### config.mk
export PLATFORM = sky130hd
export DESIGN_NAME = button_debounce_autorepeat_top
export DESIGN_NICKNAME = d
export VERILOG_FILES = /design/src/rtl/dbr_pkg.sv /design/src/rtl/dbr_history.sv /design/src/rtl/dbr_repeat.sv /design/src/rtl/button_debounce_autorepeat_top.sv
export SDC_FILE = /design/constraint.sdc
export NUM_CORES = 1
export LEC_CHECK = 0
export BUFFER_PORTS_ARGS = -buffer_cell sky130_fd_sc_hd__buf_2
export CAP_MARGIN = 20
export CORE_AREA = 5 5 154 156
export DETAILED_ROUTE_END_ITERATION = 8
export DIE_AREA = 0 0 159 161
export GPL_TIMING_DRIVEN = 0
export PLACE_DENSITY = 0.83
export SYNTH_ARGS = -nofsm -noshare
export SYNTH_HDL_FRONTEND = slang
export SYNTH_HIERARCHICAL = 1
export SYNTH_SLANG_ARGS = --single-unit
### constraint.sdc
create_clock -name i_clk -period 13 [get_ports i_clk]
set_input_delay 2.6 -clock i_clk [delete_from_list [all_inputs] [get_ports i_clk]]
set_output_delay 2.6 -clock i_clk [all_outputs]
set_load 0.02 [all_outputs]
### src/rtl/dbr_pkg.sv
// Shared types and constants for the button debounce and auto-repeat block.
package dbr_pkg;

    // Width of the button sample, event and level fields
    localparam int KEY_W = 16;
    // Width of the hold and repeat countdowns and of their setting registers
    localparam int CNT_W = 16;
    // Width of the configuration register index
    localparam int CFG_IDX_W = 8;

    // Configuration register indexes
    localparam logic [CFG_IDX_W-1:0] REG_HOLD_DELAY    = 8'd0;
    localparam logic [CFG_IDX_W-1:0] REG_REPEAT_PERIOD = 8'd1;

    // Configuration reset values
    localparam logic [CNT_W-1:0] HOLD_DELAY_RESET    = 16'd750;
    localparam logic [CNT_W-1:0] REPEAT_PERIOD_RESET = 16'd100;

    // Parameter defaults
    localparam int HISTORY_DEPTH_DEFAULT = 10;
    localparam int BUTTON_COUNT_DEFAULT  = 16;

    // One result of a tick
    typedef struct packed {
        logic             event_valid;
        logic [KEY_W-1:0] event_mask;
        logic             is_repeat;
        logic [KEY_W-1:0] held_mask;
    } t_result;

endpackage

### src/rtl/dbr_history.sv
// Circular sample history and AND reduction that yields the debounced levels.
module dbr_history #(
    parameter int HISTORY_DEPTH = dbr_pkg::HISTORY_DEPTH_DEFAULT,
    parameter int BUTTON_COUNT  = dbr_pkg::BUTTON_COUNT_DEFAULT
) (
    input  logic                     i_clk,
    input  logic                     i_rst_n,
    input  logic                     i_step,
    input  logic [dbr_pkg::KEY_W-1:0] i_sample,
    output logic [dbr_pkg::KEY_W-1:0] o_levels
);

    localparam int PTR_W = $clog2(HISTORY_DEPTH);
    localparam logic [dbr_pkg::KEY_W-1:0] KEY_MASK =
        (BUTTON_COUNT >= dbr_pkg::KEY_W) ? {dbr_pkg::KEY_W{1'b1}} :
        dbr_pkg::KEY_W'((64'd1 << BUTTON_COUNT) - 64'd1);

    logic [dbr_pkg::KEY_W-1:0] r_hist [HISTORY_DEPTH];
    logic [PTR_W-1:0]          r_ptr;
    logic [PTR_W-1:0]          n_ptr;
    logic [dbr_pkg::KEY_W-1:0] w_sample;

    // Drop bits beyond the button count
    assign w_sample = i_sample & KEY_MASK;

    // AND every history word, with the new sample in place of the oldest one
    always_comb begin
        o_levels = KEY_MASK;
        for (int i = 0; i < HISTORY_DEPTH; i++) begin
            if (PTR_W'(i) == r_ptr) begin
                o_levels = o_levels & w_sample;
            end else begin
                o_levels = o_levels & r_hist[i];
            end
        end
    end

    // Advance the write pointer with wrap
    always_comb begin
        if (r_ptr == PTR_W'(HISTORY_DEPTH - 1)) begin
            n_ptr = '0;
        end else begin
            n_ptr = r_ptr + PTR_W'(1);
        end
    end

    // Overwrite the oldest sample on each tick
    always_ff @(posedge i_clk) begin
        if (!i_rst_n) begin
            for (int i = 0; i < HISTORY_DEPTH; i++) begin
                r_hist[i] <= '0;
            end
            r_ptr <= '0;
        end else if (i_step) begin
            r_hist[r_ptr] <= w_sample;
            r_ptr         <= n_ptr;
        end
    end

endmodule

### src/rtl/dbr_repeat.sv
// Change detection, hold countdown and auto-repeat countdown for one tick.
module dbr_repeat (
    input  logic                      i_clk,
    input  logic                      i_rst_n,
    input  logic                      i_step,
    input  logic [dbr_pkg::KEY_W-1:0] i_levels,
    input  logic [dbr_pkg::CNT_W-1:0] i_hold_delay,
    input  logic [dbr_pkg::CNT_W-1:0] i_repeat_period,
    output dbr_pkg::t_result          o_result
);

    logic [dbr_pkg::KEY_W-1:0] r_levels;
    logic [dbr_pkg::KEY_W-1:0] r_keys;
    logic [dbr_pkg::CNT_W-1:0] r_hold;
    logic [dbr_pkg::CNT_W-1:0] r_rep;
    logic [dbr_pkg::KEY_W-1:0] n_keys;
    logic [dbr_pkg::CNT_W-1:0] n_hold;
    logic [dbr_pkg::CNT_W-1:0] n_rep;
    logic [dbr_pkg::KEY_W-1:0] w_changed;
    logic [dbr_pkg::KEY_W-1:0] w_fresh;
    logic                      w_fired;

    assign w_changed = r_levels ^ i_levels;
    assign w_fresh   = w_changed & i_levels;

    // Work out the event and the next repeat state
    always_comb begin
        n_keys               = r_keys;
        n_hold               = r_hold;
        n_rep                = r_rep;
        w_fired              = 1'b0;
        o_result.event_valid = 1'b0;
        o_result.event_mask  = '0;
        o_result.is_repeat   = 1'b0;
        o_result.held_mask   = i_levels;
        if (w_changed != '0) begin
            // Report the change; restart repeat unless a newly pressed key is a repeat key
            o_result.event_valid = 1'b1;
            o_result.event_mask  = w_changed;
            if ((w_fresh & r_keys) == '0) begin
                n_keys = w_fresh;
                n_rep  = '0;
                n_hold = (w_fresh != '0) ? i_hold_delay : '0;
            end
        end else begin
            // Count down the hold delay; first repeat when it expires
            if (r_hold != '0) begin
                n_hold = r_hold - dbr_pkg::CNT_W'(1);
                if (r_hold == dbr_pkg::CNT_W'(1)) begin
                    w_fired              = 1'b1;
                    o_result.event_valid = 1'b1;
                    o_result.is_repeat   = 1'b1;
                    o_result.event_mask  = r_keys;
                    n_rep                = i_repeat_period;
                end
            end
            // Count down the repeat period and reload on expiry
            if (!w_fired && r_rep != '0) begin
                if (r_rep == dbr_pkg::CNT_W'(1)) begin
                    o_result.event_valid = 1'b1;
                    o_result.is_repeat   = 1'b1;
                    o_result.event_mask  = r_keys;
                    n_rep                = i_repeat_period;
                end else begin
                    n_rep = r_rep - dbr_pkg::CNT_W'(1);
                end
            end
        end
    end

    // Hold the debounced levels and repeat state
    always_ff @(posedge i_clk) begin
        if (!i_rst_n) begin
            r_levels <= '0;
            r_keys   <= '0;
            r_hold   <= '0;
            r_rep    <= '0;
        end else if (i_step) begin
            r_levels <= i_levels;
            r_keys   <= n_keys;
            r_hold   <= n_hold;
            r_rep    <= n_rep;
        end
    end

endmodule

### src/rtl/button_debounce_autorepeat_top.sv
// Top level of the button debounce and auto-repeat block.
// Each transaction on the input channel is one tick's raw button sample and
// yields exactly one result transaction: the debounced levels, plus a change
// event (mask of changed bits) or a repeat event (held keys) when one occurs.
// The block takes one tick per clock cycle while the result register is free
// or being drained; a tick is held in the input register, and its result then
// in the result register. The AND across the HISTORY_DEPTH-word history and
// the 16-bit countdown update are combinational. Reset clears the history
// and repeat state at once; hold delay (index 0) and repeat period (index 1)
// reset to 750 and 100 and are written through the configuration channel;
// the user must write them only while idle, which the block does not enforce.
module button_debounce_autorepeat_top #(
    parameter int HISTORY_DEPTH = dbr_pkg::HISTORY_DEPTH_DEFAULT,
    parameter int BUTTON_COUNT  = dbr_pkg::BUTTON_COUNT_DEFAULT
) (
    input  logic                          i_clk,
    input  logic                          i_rst_n,
    input  logic                          i_in_valid,
    output logic                          o_in_ready,
    input  logic [dbr_pkg::KEY_W-1:0]     i_raw_buttons,
    output logic                          o_out_valid,
    input  logic                          i_out_ready,
    output logic                          o_event_valid,
    output logic [dbr_pkg::KEY_W-1:0]     o_event_mask,
    output logic                          o_is_repeat,
    output logic [dbr_pkg::KEY_W-1:0]     o_held_mask,
    input  logic                          i_cfg_valid,
    output logic                          o_cfg_ready,
    input  logic [dbr_pkg::CFG_IDX_W-1:0] i_cfg_index,
    input  logic [dbr_pkg::CNT_W-1:0]     i_cfg_data
);

    logic                      r_in_valid;
    logic [dbr_pkg::KEY_W-1:0] r_in_raw;
    logic                      r_out_valid;
    dbr_pkg::t_result          r_out;
    logic [dbr_pkg::CNT_W-1:0] r_hold_delay;
    logic [dbr_pkg::CNT_W-1:0] r_repeat_period;
    logic                      w_move;
    logic [dbr_pkg::KEY_W-1:0] w_levels;
    dbr_pkg::t_result          w_result;

    // Advance a tick when the result register is free or being drained
    assign w_move      = r_in_valid && (!r_out_valid || i_out_ready);
    assign o_in_ready  = !r_in_valid || w_move;
    assign o_cfg_ready = 1'b1;

    // Configuration registers
    always_ff @(posedge i_clk) begin
        if (!i_rst_n) begin
            r_hold_delay    <= dbr_pkg::HOLD_DELAY_RESET;
            r_repeat_period <= dbr_pkg::REPEAT_PERIOD_RESET;
        end else if (i_cfg_valid) begin
            if (i_cfg_index == dbr_pkg::REG_HOLD_DELAY) begin
                r_hold_delay <= i_cfg_data;
            end
            if (i_cfg_index == dbr_pkg::REG_REPEAT_PERIOD) begin
                r_repeat_period <= i_cfg_data;
            end
        end
    end

    // Input register
    always_ff @(posedge i_clk) begin
        if (!i_rst_n) begin
            r_in_valid <= 1'b0;
        end else if (i_in_valid && o_in_ready) begin
            r_in_valid <= 1'b1;
        end else if (w_move) begin
            r_in_valid <= 1'b0;
        end
    end

    always_ff @(posedge i_clk) begin
        if (i_in_valid && o_in_ready) begin
            r_in_raw <= i_raw_buttons;
        end
    end

    dbr_history #(
        .HISTORY_DEPTH (HISTORY_DEPTH),
        .BUTTON_COUNT  (BUTTON_COUNT)
    ) u_history (
        .i_clk    (i_clk),
        .i_rst_n  (i_rst_n),
        .i_step   (w_move),
        .i_sample (r_in_raw),
        .o_levels (w_levels)
    );

    dbr_repeat u_repeat (
        .i_clk           (i_clk),
        .i_rst_n         (i_rst_n),
        .i_step          (w_move),
        .i_levels        (w_levels),
        .i_hold_delay    (r_hold_delay),
        .i_repeat_period (r_repeat_period),
        .o_result        (w_result)
    );

    // Result register
    always_ff @(posedge i_clk) begin
        if (!i_rst_n) begin
            r_out_valid <= 1'b0;
        end else if (w_move) begin
            r_out_valid <= 1'b1;
        end else if (i_out_ready) begin
            r_out_valid <= 1'b0;
        end
    end

    always_ff @(posedge i_clk) begin
        if (w_move) begin
            r_out <= w_result;
        end
    end

    assign o_out_valid   = r_out_valid;
    assign o_event_valid = r_out.event_valid;
    assign o_event_mask  = r_out.event_mask;
    assign o_is_repeat   = r_out.is_repeat;
    assign o_held_mask   = r_out.held_mask;

`ifndef SYNTHESIS
    // An accepted tick lands in the input register
    a_in_capture: assert property (@(posedge i_clk) disable iff (!i_rst_n)
        i_in_valid && o_in_ready |=> r_in_valid)
        else $error("accepted tick not held in input register");

    // Every event names at least one button
    a_event_nonzero: assert property (@(posedge i_clk) disable iff (!i_rst_n)
        o_out_valid && o_event_valid |-> o_event_mask != '0)
        else $error("event with empty mask");

    // A repeat flag only travels with an event
    a_repeat_event: assert property (@(posedge i_clk) disable iff (!i_rst_n)
        o_out_valid && o_is_repeat |-> o_event_valid)
        else $error("repeat flag without event");

    // No event means an empty mask
    a_idle_mask: assert property (@(posedge i_clk) disable iff (!i_rst_n)
        o_out_valid && !o_event_valid |-> o_event_mask == '0 && !o_is_repeat)
        else $error("event fields set without event");
`endif

endmodule
==> qor.csv, run 1 <==
metric,value,unit
status,"finished, final reports clean",
WL final,37600,microns
top-area cell type share of the netlist area,44.2,%
Pint,2.02,mW
PwrDens,188,mW/mm^2
vias post-DR,11000,
vias in the first global route,10800,
max_cap viols,0,
Max VDD drop,0.122,mV
Compound-Gate Fraction of Synth Area,12.3,%
HPWL after DPL,25400,microns
WL/cell,21.9,microns
CP Cell Sequence,buf_2 > nor2b_1 > nand2_1 > buf_2,
Final Hold Fails,0,
first-pass GRT wire length,58700,microns
most numerous cell on the critical path,buf_2,
Logic pwr share,31.7,%
largest net degree at the start of global routing,34,
post-CTS setup buffers,0,
Yosys cell types,78,
number of synthesized flops with an enable pin,210,
Hold Path Class,flip-flop to flip-flop,
FF-to-FF setup slack,7.18,ns
die height,161,microns
ant diodes,0,
Tmin final,5.92,ns
xor/xnor share of the synthesized area,0.982,%
cells after synthesis,1295,
Setup TNS,0,ns
sw frac,33.0,%
Post-Synth Adder-Cell Area,1.84,%
Critical Path AT,3.32,ns
slew margin rel.,27.8,%
clock skew,0.0125,ns
die area,0.0256,sq mm
GRT Residual Overflow,0,
Worst Path Required,10.40,ns
GRT Overall Usage,28.4,%
Syn Nets,1361,
"Worst Path Class, Setup",primary input to output pin,
buffer type at the clock tree root,clkbuf_16,
"Seq/Total Area, Yosys",58.5,%
largest family of logic cells by synthesized area,simple AND/OR/NAND/NOR gates,
Initial Utilization,64.2,%
crit end category,output pin,
clock transition at the registers of the reported paths,0.06,ns
register share of total power,39.3,%
post_cts resized,0,
Max Buffers Root-to-Sink,3,
post-synthesis mux area share,4.80,%
placed instance area,0.0151,sq mm
Initial DRC Count,1206,
Worst setup SP type,primary input,
share of layout cells above drive strength 1,15.4,%
Crit-path slowest cell,nor2b_1,
Die Span X,159,microns
Max Slew Vio Count,0,
Synth area leaders,"edfxtp_1 (44%), dfxtp_1 (14%), nor2_1 (5.6%)",
I/O pin cnt,82,
number of synthesized register bits,312,
Post-CTS Hold Buffers,0,
largest stage delay on the critical path,0.34,ns
CTS H-tree lvls,1,
drt drc,0,
FP Rows,55,
unrepaired setup endpoints after global routing,no,
fin nets,1477,
CTS tree,done,
Layout area overhead,12.8,%
post-synthesis cell area,0.0143,sq mm
ys async rst share,0,%
Placer Congestion,0.907,
Final Core Density,72.4,%
Final setup viols,0,
antenna violations before repair,0,
iteration count of the initial detailed-routing pass,6,
final antenna-violating net count,0,
Post-synth top flop,edfxtp_1,
vias per cell,6.40,
CP top delay family,simple AND/OR/NAND/NOR gates,
"critical path fanouts, max",4,
core area,0.0222,sq mm
clock network fraction of design power,29.0,%
total clock sinks,312,
leak pwr,6.06,nW
Mean Syn Cell Area,11.0,sq um
CTS Buf Count,31,
dominant cell type by area after synthesis,edfxtp_1,
Simple-Gate Fraction of Synth Area,16.2,%
"Clk Latency, worst-skew pair",0.57,ns
Net Switching,997,uW
Slew @ Worst Pin,1.07,ns
crit path buf inv count,2,
Fmax,169,MHz
Synth Warn #,6,
number of port buffers,80,
cell area after layout,0.0161,sq mm
crit share post-route,45.5,%
[tightest hold or removal path, delay by kind of cell, from the launching register on]
family / cells / cell delay (ns)
muxes: 1 / 0.06
DFF: 1 / 0.31
and+or+nand+nor: 1 / 0.06
[final timing paths]
path / from / to / cells after the start
max: i_out_ready / o_in_ready / 4
min: r_hold_delay[13] / r_hold_delay[13] / 2
max reg2reg: u_history/r_ptr[1] / u_repeat/r_hold[15] / 13
min reg2reg: r_hold_delay[13] / r_hold_delay[13] / 2
[state kept, by name, indices dropped and copies added (netlist names)]
signal	flops
u_repeat/r_hold	16
u_history/r_ptr	4
u_repeat/r_levels	16
o_held_mask	16
u_repeat/r_keys	16
r_in_valid	1
o_out_valid	1
o_event_valid	1
o_is_repeat	1
r_in_raw	16
r_repeat_period	16
u_repeat/r_rep	16
o_event_mask	16
u_history/r_hist	160
r_hold_delay	16
[final cells by class]
type | count | area (sq um)
Clock inverter | 15 | 120
Multi-Input combinational cell | 826 | 5170
Tap cell | 285 | 357
Clock buffer | 43 | 892
Fill cell | 1533 | 6140
Sequential cell | 312 | 8350
Inverter | 63 | 236
Timing Repair Buffer | 83 | 439
Buffer | 94 | 528
[routing by layer]
metal  share of wire, %  wire length (microns)  global-route usage [%]
met1                 37                  14000                    37.5
met2                 48                  18100                    47.1
met3                9.4                   3540                    4.49
met4                5.2                   1950                    12.4
met5                  0                      0                       0
[stage by stage]
step	std cells	setup WS (ns)	hold slack [ns]	power, mW
2_1_floorplan	1295	5.97	0.434	1.93
3_3_place_gp	1660	3.77	0.447	2.11
3_5_place_dp	1663	7.07	0.465	2.14
4_1_cts	1721	7.06	0.481	3.00
5_1_grt	1721	6.98	0.498	3.16
6_report	1721	7.08	0.478	3.02
[layout by cell type (no fill, tap or decap), types with 12 or more instances in the layout]
cell | netlist | final
ha_1 | 21 | 21
inv_1 | 61 | 61
a21oi_1 | 28 | 28
nand2_1 | 103 | 103
nor2b_1 | 16 | 15
a22oi_1 | 15 | 15
mux2i_1 | 65 | 65
buf_2 | 14 | 94
clkbuf_1 | 42 | 48
o22ai_1 | 54 | 54
xnor2_1 | 12 | 12
edfxtp_1 | 210 | 210
o2bb2ai_1 | 23 | 23
nor2_1 | 214 | 214
buf_4 | 25 | 26
clkbuf_16 | 0 | 32
nor3_1 | 37 | 37
dfxtp_1 | 102 | 102
o21ai_0 | 29 | 29
nor4_1 | 24 | 24
[power groups by stage]
stage / clock network (mW) / logic, mW / registers, mW
2_1_floorplan: 0 / 0.731 / 1.20
3_3_place_gp: 0 / 0.911 / 1.20
3_5_place_dp: 0 / 0.929 / 1.21
4_1_cts: 0.882 / 0.935 / 1.19
5_1_grt: 0.930 / 1.03 / 1.20
6_report: 0.875 / 0.957 / 1.19
[cells by family (layout without fill, tap and decap cells)]
group | count (synthesis) | after routing
and+or+nand+nor | 479 | 479
DFF | 312 | 312
AOI/OAI and AO/OA | 241 | 241
buffers and inverters | 157 | 298
muxes | 68 | 68
adders and majority gates | 21 | 21
xor gates and xnor gates | 16 | 16
other | 1 | 1
[synthesized netlist by cell type (9+ instances only)]
master and number:
clkbuf_1 42, inv_1 61, nor2b_1 16, xnor2_1 12, a21oi_1 28, o22a_1 10, nor4_1 24, nor2_1 214
o21ai_0 29, or4_1 10, mux2i_1 65, nor3_1 37, buf_4 25, nand3_1 11, nand2_1 103, edfxtp_1 210
a22oi_1 15, or3_1 9, ha_1 21, dfxtp_1 102, o22ai_1 54, o21ai_2 9, o2bb2ai_1 23, a21o_1 9
buf_2 14
Power figures use the tool's default switching activity.
==> run 2: changes to the inputs <==
CORE_AREA = 5 5 159 161   (was 5 5 154 156)
DIE_AREA = 0 0 164 166   (was 0 0 159 161)
PLACE_DENSITY = 0.78   (was 0.83)
clock period = 5.49 ns   (was 13 ns; I/O delays follow)
==> qor.csv, run 2 (synthesized netlist as in run 1, its figures left out) <==
metric,value,unit,change
Hold Path Class,flip-flop to flip-flop,,
crit share post-route,97.4,%,
FP Rows,57,,+3.6%
Final setup viols,0,,unchanged
max_cap viols,0,,unchanged
Initial Utilization,59.9,%,-4.3 points
"critical path fanouts, max",10,,+6
DP Cell Count,1705,,+2.5%
Crit Reg-Reg Startpoint,u_history/r_ptr[3],,
Placer Congestion,0.927,,+2.2%
PwrDens,459,mW/mm^2,+140%
Worst setup SP type,flip-flop,,
GRT Overall Usage,28.0,%,-0.42 points
vias per cell,6.17,,-3.6%
max FFs per register,160,,unchanged
CTS tree,done,,
share of layout cells above drive strength 1,16.4,%,+1.0 points
die area,0.0272,sq mm,+6.3%
largest net degree at the start of global routing,37,,+8.8%
Fmax,187,MHz,
Slew @ Worst Pin,1.16,ns,+0.0896 ns
"Worst Path Class, Setup",flip-flop to flip-flop,,
leak pwr,6.18,nW,+1.9%
Tmin final,5.35,ns,
"commonest non-fill, non-tap cells in the layout","nor2_1 (214), edfxtp_1 (210), nand2_1 (103)",,
Worst Hold Path Cells,2,,unchanged
buffer type at the clock tree root,clkbuf_16,,
GRT Residual Overflow,0,,unchanged
slew margin rel.,21.8,%,-6.0 points
worst setup margin,0.143,ns,-6.94 ns
clock skew,0.0147,ns,+0.00222 ns
"most common cell after layout, fill and taps aside",nor2_1,,
FF-to-FF setup slack,0.14,ns,-7.04 ns
Final Core Density,68.7,%,-3.6 points
Post-CTS Hold Buffers,0,,unchanged
vias in the first global route,10600,,-1.3%
total clock sinks,312,,unchanged
die height,166,microns,+3.1%
crit end category,flip-flop,,
unrepaired setup endpoints after global routing,no,,
iteration count of the initial detailed-routing pass,5,,-1
Max VDD drop,0.303,mV,+150%
I/O pin cnt,82,,unchanged
antenna violations before repair,0,,unchanged
drt drc,0,,unchanged
Worst Path Required,5.88,ns,-4.52 ns
post-CTS setup buffers,0,,unchanged
placed instance area,0.0151,sq mm,+0.48%
pre-CTS setup slack,0.00528,ns,-7.06 ns
total power,7.51,mW,+150%
Final Hold Fails,0,,unchanged
RR Endpoint,u_repeat/r_keys[5],,
Layout area overhead,14.8,%,
Critical Path AT,5.74,ns,+2.42 ns
final antenna-violating net count,0,,unchanged
ant diodes,0,,unchanged
"Clk Latency, worst-skew pair",0.53,ns,-0.04 ns
number of port buffers,80,,unchanged
WL/cell,21.8,microns,-0.19%
worst min-delay path startpoint,r_repeat_period[14],,
Non-Filler Instances,1769,,+2.8%
status,"finished, final reports clean",,
vias post-DR,10900,,-0.96%
clock transition at the registers of the reported paths,0.06,ns,about the same
fin nets,1485,,+0.54%
cell area after layout,0.0164,sq mm,+1.8%
HPWL after DPL,26000,microns,+2.4%
first-pass GRT wire length,59100,microns,+0.74%
Max Buffers Root-to-Sink,3,,unchanged
Initial DRC Count,1044,,-13%
Setup TNS,0,ns,unchanged
Die Span X,164,microns,+3.1%
Max Slew Vio Count,0,,unchanged
core area,0.0238,sq mm,+7.2%
WL final,38600,microns,+2.6%
Hold Slack,0.464,ns,-0.0145 ns
cells on worst reg2reg path,16,,+3
CTS H-tree lvls,2,,+1
Hold Path Sink,r_repeat_period[14],,
Biggest register,u_history/r_hist,,
CTS Buf Count,34,,+9.7%
## run 2: changes by cell type in the layout (fill, tap and decap cells not counted), moves of 2 or more
cell	change
buf_2	+5
bufinv_16	+6
clkbuf_1	-4
clkbuf_16	+2
clkbuf_2	+2
clkbuf_8	-5
inv_4	-2
inv_6	+4
nor4_1	-3
nor4_2	+3
## run 2: final cells by class
| type | instances | area, sq um |
|---|---|---|
| well taps | 324 | 405 |
| multi-input cells | 826 | 5200 |
| repair buffers | 88 | 462 |
| flip-flops and latches | 312 | 8350 |
| clock buffers | 37 | 862 |
| clock inverters | 25 | 329 |
| inverters | 63 | 236 |
| plain buffers | 94 | 529 |
| fillers | 1810 | 7450 |
## run 2: timing repair
action,4_1_cts,5_1_grt
endpoints found under the setup margin,1,37
cloned,0,0
pin swaps,0,0
endpoints found under the hold margin,0,0
resized for setup,1,5
## run 2: routing by layer
metal	vias up	share of wire (%)	GRT usage (%)
li1	4969	-	-
met1	5243	40	37.7
met2	592	47	45.0
met3	103	8.8	4.99
met4	0	4.3	11.7
met5	-	0	0
## run 2: how the worst max path moves through the flow
stage | startpoint | endpoint
after global routing | u_history/r_ptr[0] | u_repeat/r_keys[5]
after floorplan | i_out_ready | u_history/r_hist[9][0]
after detailed placement | u_history/r_ptr[3] | u_repeat/r_hold[9]
after global placement | i_out_ready | u_history/r_hist[9][11]
final | u_history/r_ptr[3] | u_repeat/r_keys[5]
after CTS | u_history/r_ptr[1] | u_repeat/r_hold[9]
## run 2: critical path: stages (launching register included)
cell and delay, ns:
dfxtp_1 0.31, buf_6 0.14, buf_8 0.15, nor4b_4 0.64, buf_6 0.26, o22ai_1 0.09
or3_1 0.40, nor4_1 1.00, ha_1 0.32, nand4_1 0.17, or4_1 0.53, clkbuf_1 0.22
nand4_1 0.15, buf_2 0.23, buf_2 0.32, mux2i_1 0.23, nor2_1 0.05
## run 2: where the power goes
group | internal [mW] | total [mW] | leakage, nW | switching, mW
sequential | 2.67 | 2.81 | 2.97 | 0.142
clock | 1.48 | 2.42 | 0.578 | 0.943
combinational | 0.935 | 2.27 | 2.63 | 1.34
